**src/hdl/named_cross_tally_table_macros.svh**
```systemverilog
// ----------------------------------------------------------------------------
// Named cross tally table: assertion macros
// Same-cycle and next-cycle implication checks on i_clk, off during reset.
// ----------------------------------------------------------------------------
`ifndef NAMED_CROSS_TALLY_TABLE_MACROS_SVH
`define NAMED_CROSS_TALLY_TABLE_MACROS_SVH
`ifndef NO_ASSERTIONS
`define NCCT_CHECK_NOW(lbl, ante, cons) \
    lbl: assert property (@(posedge i_clk) disable iff (!i_rst_n) (ante) |-> (cons)) \
        else $error("ncct check failed");
`define NCCT_CHECK_NEXT(lbl, ante, cons) \
    lbl: assert property (@(posedge i_clk) disable iff (!i_rst_n) (ante) |=> (cons)) \
        else $error("ncct check failed");
`else
`define NCCT_CHECK_NOW(lbl, ante, cons)
`define NCCT_CHECK_NEXT(lbl, ante, cons)
`endif
`endif

```
**src/hdl/ncct_pkg.sv**
```systemverilog
// ----------------------------------------------------------------------------
// ncct_pkg
// Shared types, codes and widths of the named cross tally table.
// ----------------------------------------------------------------------------
`default_nettype none
package ncct_pkg;
    localparam int DEF_MAX_ROWS    = 128;
    localparam int DEF_MAX_COLUMNS = 16;
    localparam int CMD_W      = 3;
    localparam int RIDX_W     = 7;
    localparam int CIDX_W     = 4;
    localparam int KEY_W      = 64;
    localparam int CNT_W      = 32;
    localparam int VAL_W      = 44;
    localparam int STAT_W     = 3;
    localparam int CFG_IDX_W  = 1;
    localparam int CFG_DATA_W = 8;
    localparam int RCNT_W     = 8;
    localparam int CCNT_W     = 5;

    typedef enum logic [CMD_W-1:0] {
        CMD_LOAD_ROW = 3'd0,
        CMD_LOAD_COL = 3'd1,
        CMD_ADD      = 3'd2,
        CMD_CELL     = 3'd3,
        CMD_ROW_Q    = 3'd4,
        CMD_COL_Q    = 3'd5,
        CMD_SUMMARY  = 3'd6
    } t_cmd;

    typedef enum logic [STAT_W-1:0] {
        ST_OK     = 3'd0,
        ST_NO_ROW = 3'd1,
        ST_NO_COL = 3'd2,
        ST_NEG    = 3'd3,
        ST_RANGE  = 3'd4
    } t_status;

    typedef enum logic [CFG_IDX_W-1:0] {
        REG_ROW_COUNT = 1'd0,
        REG_COL_COUNT = 1'd1
    } t_reg;

    typedef enum logic [1:0] {
        M_ROWNAME = 2'd0,
        M_COLNAME = 2'd1,
        M_ROWMAJ  = 2'd2,
        M_COLMAJ  = 2'd3
    } t_mode;

    typedef struct packed {
        logic [CMD_W-1:0]        command;
        logic [RIDX_W-1:0]       row_index;
        logic [CIDX_W-1:0]       column_index;
        logic [KEY_W-1:0]        row_key_low;
        logic [KEY_W-1:0]        row_key_high;
        logic [KEY_W-1:0]        column_key_low;
        logic [KEY_W-1:0]        column_key_high;
        logic signed [CNT_W-1:0] event_count;
    } t_req;

    typedef struct packed {
        logic [STAT_W-1:0] status;
        logic [VAL_W-1:0]  value;
        logic              is_most;
        logic              is_least;
        logic [CNT_W-1:0]  entries_seen;
        logic [CNT_W-1:0]  accepted_entries;
        logic [CNT_W-1:0]  rejected_entries;
        logic [VAL_W-1:0]  grand_total;
        logic [VAL_W-1:0]  largest_row_total;
        logic [VAL_W-1:0]  smallest_row_total;
        logic [VAL_W-1:0]  largest_column_total;
        logic [VAL_W-1:0]  smallest_column_total;
    } t_rsp;

    typedef struct packed {
        logic  in_ready;
        logic  latch;
        logic  name_wr;
        logic  scan_go;
        t_mode scan_mode;
        logic  cell_rd;
        logic  cell_use;
        logic  clr_step;
        logic  result_ld;
    } t_ctl;

    typedef struct packed {
        logic [CMD_W-1:0] cmd;
        logic             oor;
        logic             scan_done;
        logic             clr_done;
        logic             add_ok;
    } t_stat;

    function automatic logic [CNT_W-1:0] inc_sat(input logic [CNT_W-1:0] v);
        return (v == '1) ? v : v + CNT_W'(1);
    endfunction

    function automatic logic [VAL_W-1:0] add_sat44(input logic [VAL_W-1:0] a,
                                                   input logic [VAL_W-1:0] b);
        logic [VAL_W:0] s;
        s = {1'b0, a} + {1'b0, b};
        return s[VAL_W] ? '1 : s[VAL_W-1:0];
    endfunction
endpackage
`default_nettype wire

```
**src/hdl/ncct_ctrl.sv**
```systemverilog
// ----------------------------------------------------------------------------
// ncct_ctrl
// Sequencer: clearing pass, request decode, name and table scans, result load.
// ----------------------------------------------------------------------------
`default_nettype none
module ncct_ctrl import ncct_pkg::*; (
    input  logic  i_clk,
    input  logic  i_rst_n,
    input  logic  i_req_valid,
    input  logic  i_out_free,
    input  t_stat i_stat,
    output t_ctl  o_ctl
);
    typedef enum logic [10:0] {
        S_CLEAR    = 11'b00000000001,
        S_IDLE     = 11'b00000000010,
        S_DECODE   = 11'b00000000100,
        S_RSCAN    = 11'b00000001000,
        S_CSCAN    = 11'b00000010000,
        S_CHECK    = 11'b00000100000,
        S_CELL_USE = 11'b00001000000,
        S_TROW     = 11'b00010000000,
        S_TCOL     = 11'b00100000000,
        S_FINISH   = 11'b01000000000,
        S_SPARE    = 11'b10000000000
    } t_state;

    t_state r_state, n_state;

    always_ff @(posedge i_clk) begin
        if (!i_rst_n) begin
            r_state <= S_CLEAR;
        end else begin
            r_state <= n_state;
        end
    end

    always_comb begin
        n_state = r_state;
        o_ctl   = '0;
        case (r_state)
            S_CLEAR: begin
                o_ctl.clr_step = 1'b1;
                if (i_stat.clr_done) n_state = S_IDLE;
            end
            S_IDLE: begin
                o_ctl.in_ready = 1'b1;
                if (i_req_valid) begin
                    o_ctl.latch = 1'b1;
                    n_state     = S_DECODE;
                end
            end
            S_DECODE: begin
                case (i_stat.cmd)
                    CMD_LOAD_ROW, CMD_LOAD_COL: begin
                        o_ctl.name_wr = 1'b1;
                        n_state       = S_FINISH;
                    end
                    CMD_ADD: begin
                        o_ctl.scan_go   = 1'b1;
                        o_ctl.scan_mode = M_ROWNAME;
                        n_state         = S_RSCAN;
                    end
                    CMD_CELL: begin
                        if (i_stat.oor) begin
                            n_state = S_FINISH;
                        end else begin
                            o_ctl.cell_rd = 1'b1;
                            n_state       = S_CELL_USE;
                        end
                    end
                    CMD_ROW_Q, CMD_SUMMARY: begin
                        if (i_stat.oor) begin
                            n_state = S_FINISH;
                        end else begin
                            o_ctl.scan_go   = 1'b1;
                            o_ctl.scan_mode = M_ROWMAJ;
                            n_state         = S_TROW;
                        end
                    end
                    CMD_COL_Q: begin
                        if (i_stat.oor) begin
                            n_state = S_FINISH;
                        end else begin
                            o_ctl.scan_go   = 1'b1;
                            o_ctl.scan_mode = M_COLMAJ;
                            n_state         = S_TCOL;
                        end
                    end
                    default: n_state = S_FINISH;
                endcase
            end
            S_RSCAN: begin
                if (i_stat.scan_done) begin
                    o_ctl.scan_go   = 1'b1;
                    o_ctl.scan_mode = M_COLNAME;
                    n_state         = S_CSCAN;
                end
            end
            S_CSCAN: begin
                if (i_stat.scan_done) n_state = S_CHECK;
            end
            S_CHECK: begin
                if (i_stat.add_ok) begin
                    o_ctl.cell_rd = 1'b1;
                    n_state       = S_CELL_USE;
                end else begin
                    n_state = S_FINISH;
                end
            end
            S_CELL_USE: begin
                o_ctl.cell_use = 1'b1;
                n_state        = S_FINISH;
            end
            S_TROW: begin
                if (i_stat.scan_done) begin
                    if (i_stat.cmd == CMD_SUMMARY) begin
                        o_ctl.scan_go   = 1'b1;
                        o_ctl.scan_mode = M_COLMAJ;
                        n_state         = S_TCOL;
                    end else begin
                        n_state = S_FINISH;
                    end
                end
            end
            S_TCOL: begin
                if (i_stat.scan_done) n_state = S_FINISH;
            end
            S_FINISH: begin
                if (i_out_free) begin
                    o_ctl.result_ld = 1'b1;
                    n_state         = S_IDLE;
                end
            end
            default: n_state = S_IDLE;
        endcase
    end
endmodule
`default_nettype wire

```
**config.mk**
```make
export PLATFORM = sky130hd
export DESIGN_NAME = ncct_ctrl
export DESIGN_NICKNAME = d
export VERILOG_FILES = /design/src/hdl/named_cross_tally_table_macros.svh /design/src/hdl/ncct_pkg.sv /design/src/hdl/ncct_ctrl.sv
export SDC_FILE = /design/constraint.sdc
export NUM_CORES = 1
export LEC_CHECK = 0
export BUFFER_PORTS_ARGS = -buffer_cell sky130_fd_sc_hd__buf_4
export CORE_MARGIN = 2
export CORE_UTILIZATION = 47
export DETAILED_ROUTE_END_ITERATION = 10
export PLACE_DENSITY = 0.74
export SKIP_LAST_GASP = 1
export SLEW_MARGIN = 20
export SYNTH_ARGS = -nofsm -noshare
export SYNTH_HDL_FRONTEND = slang
export SYNTH_SLANG_ARGS = --single-unit
```
**constraint.sdc**
```tcl
create_clock -name i_clk -period 1.55 [get_ports i_clk]
set_input_delay 0.31 -clock i_clk [delete_from_list [all_inputs] [get_ports i_clk]]
set_output_delay 0.31 -clock i_clk [all_outputs]
set_load 0.01 [all_outputs]
```
==> impl_metrics.tcl <==
set metrics [dict create \
    status "finished with violations" \
    violations "negative setup slack" \
    antenna_violations_before_repair 0 \
    most_flops_register "r_state" \
    grt_setup_unrepaired "yes" \
    drt_iter0_drc 47 \
    synth-seq-cells 10 \
    finalMaxSlewViolations 0 \
    floorplan.core_area_um2 1902 \
    cp_slowest_stage_delay_ns 0.38 \
    largest_fanout_on_the_critical_path 3 \
    postLayoutCoreUtil 0.8737 \
    n_antenna_cell 0 \
    netlist_area_before_placement_um2 925.9 \
    finalWorstPathRequiredPeriod_ns 2.125 \
    detailed_place_hpwl_um 2256 \
    grt-ovfl-total 0 \
    max_slew_margin 0.6925 \
    seq_area_um2 216.5 \
    clock_path_buffers 2 \
    finalClockSkew_ns 0.004981 \
    ctsHoldBuffers 0 \
    pre_cts_ws_ns -0.2794 \
    path_cells "nor4_4 > nand4_2 > o32a_1 > a21oi_2 > buf_4" \
    min_delay_path_depth 2 \
    reg_top3 "r_state (10)" \
    worst_skew_pair.late_latency_ns 0.27 \
    synth_area_leader_cell "sky130_fd_sc_hd__dfxtp_1" \
    worst_setup_hold_path_clk_slew_ns 0.07 \
    num-fill-cells 91 \
    detailed_place.area_um2 1309 \
    routabilityCongestion 0.9136 \
    layout.nets 179 \
    yosys.cell_types.count 50 \
    hp-class "input port to flop" \
    drt_pre_antenna_iters 4 \
    timing.max_cap.violations 0 \
    cts_inserted_buffers 3 \
    power_leakage_uw 0.0007291 \
    post_synthesis_mean_instance_area_um2 8.417 \
    wirelength_per_cell_um 20.50 \
    synth-async-reset-ratio 0 \
    rows 16 \
    synth_area_leaders "sky130_fd_sc_hd__dfxtp_1 22%, sky130_fd_sc_hd__a21oi_1 3.8%, sky130_fd_sc_hd__nand2_1 3.6%" \
    via_count_of_the_first_global_routing_pass 1172 \
    drive_gt1_frac 0.6886 \
    timing.hold.worst.start "i_rst_n" \
    worst_hold_endpoint "r_state[6]" \
    endpoint_kind "output port" \
    wirelength_um 3977 \
    start_util 0.4868 \
    number_of_design_rule_violations_left_after_detail_routing 0 \
    largest_register_ff_count 10 \
    routed.top_layer "met4" \
    die_y_um 48.39 \
    grt_start_max_net_pins 12 \
    cts_htree_levels 1 \
    ff2ff_setup_slack_ns -0.44 \
    area_delta_synth_final_pct 79.46 \
    sum_neg_setup_slack_ns -6.644 \
    worst_slew_pin_slew_ns 0.4570 \
    port_buffers 20 \
    die-width_um 48.39 \
    max-vdd-ir-drop_v 0.0005325 \
    die-area_um2 2341 \
    critPathRequiredTime_ns 1.24 \
    critical_path.startpoint_type "flop" \
    powerDensity_nw_per_um2 504.7 \
    r2r.worst_path.cells 7 \
    synth.cells.most_frequent "10 x sky130_fd_sc_hd__dfxtp_1, 9 x sky130_fd_sc_hd__nand2_1, 8 x sky130_fd_sc_hd__nor2_1" \
    wl_met2_um 2007 \
    worstReg2RegStart "r_state[8]" \
    clock_tree_from_tritoncts "built" \
    synth_sequential_area_ratio 0.2162 \
    maxClockFrequency_mhz 470.7 \
    synthFlopType "sky130_fd_sc_hd__dfxtp_1" \
    library_cell_with_the_highest_instance_count_after_synthesis "sky130_fd_sc_hd__dfxtp_1" \
    worst_path_arrival_ns 1.81 \
    yosys_warnings 0 \
    timing.critical_path.from "r_state[2]" \
    dr_total_vias 1193 \
    stdcell_area_um2 1662 \
    post_drt_via_cell_ratio 6.149 \
    crit_type "flop to output port" \
    clock-root-buffer "sky130_fd_sc_hd__clkbuf_4" \
    post-route-period-util 1.371 \
    critPathSlowestCell "sky130_fd_sc_hd__nor4_4" \
    postSynthNetCount 121 \
    ioPinCount 21 \
    timing_hold_violations_final 0 \
    final_antenna_net_count 0 \
    synth_edf_count 0 \
    multiInputGateArea_um2 868.3 \
    cts_num_sinks 10 \
    detailroute.wirelength.met3_um 208 \
    syn_inst 110 \
    wirelength_met1_um 1586 \
    endpoint_of_the_lowest_slack_register_to_register_path "r_state[8]" \
    layout_setup_ws_ns -0.5746 \
    grt_use_total 0.3115 \
    setup_violations 18 \
    synth_largest_type_area_fraction 0.2162 \
    grt_first_pass_wirelength_um 5616 \
]
## worst max-delay path: cells and delay by family, from the launching register on
family	cells	cell delay (ns)
AND/OR/NAND/NOR	2	0.57
flip-flops	1	0.36
buffers and inverters	1	0.13
AO/OA/AOI/OAI	2	0.47
## routing by layer
metal	up-vias	track usage
met3	20	0.05247
met4	0	0.1714
li1	536	-
met2	63	0.5347
met1	574	0.3694
met5	-	0
## power by group
group,leakage (uW),internal (uW),switching (uW)
logic,0.000623,160,152
clock network,0.0000210,143,96.8
registers,0.0000856,264,22.7
total,0.000729,567,272
## what timing repair did
action,in CTS,in global routing
pin swaps,10,16
resized for setup,16,36
setup buffers,9,10
cloned,0,0
endpoints found under the setup margin,19,20
## final cells by class
cell class | count | area share
Clock buffer | 4 | 0.02184
Inverter | 5 | 0.01130
Multi-Input combinational cell | 87 | 0.5226
Sequential cell | 10 | 0.1303
Tap cell | 27 | 0.02033
Timing Repair Buffer | 61 | 0.2937
## cells by family (layout without fill, tap and decap cells)
family          Yosys count  count (layout)  share of synthesized area
compound gates           24              24                     0.1919
xor+xnor                  3               3                    0.02838
buf+inv                  13              70                    0.07162
flops                    10              10                     0.2162
mux                       1               1                    0.01216
simple gates             59              59                     0.4797
## worst max-delay path by stage
stage                to  slack (ns)  depth (start not counted)
2_1_floorplan  o_ctl[5]       -0.17                          5
3_3_place_gp   o_ctl[5]       -0.16                          5
3_5_place_dp   o_ctl[5]       -0.28                          5
4_1_cts        o_ctl[8]       -0.46                          6
5_1_grt        o_ctl[5]       -0.63                          5
6_report       o_ctl[5]       -0.57                          5
## layout by cell type (no fill, tap or decap), types with 4 or more instances in the layout
master	n
sky130_fd_sc_hd__buf_6	8
sky130_fd_sc_hd__nor2_1	8
sky130_fd_sc_hd__a21oi_2	5
sky130_fd_sc_hd__inv_1	5
sky130_fd_sc_hd__nand4_1	5
sky130_fd_sc_hd__dfxtp_2	7
sky130_fd_sc_hd__nand2_1	7
sky130_fd_sc_hd__nor3b_2	4
sky130_fd_sc_hd__buf_4	53
sky130_fd_sc_hd__nor3_2	4
## through the flow
step / std cells / hold slack, ns / total power [uW]
after detailed placement: 179 / 0.5640 / 509.9
final: 194 / 0.2946 / 838.6
after global routing: 194 / 0.2871 / 877.4
after global placement: 179 / 0.5618 / 503.6
after CTS: 192 / 0.2865 / 762.3
after floorplan: 110 / 0.4317 / 396.6
Power figures use the tool's default switching activity.
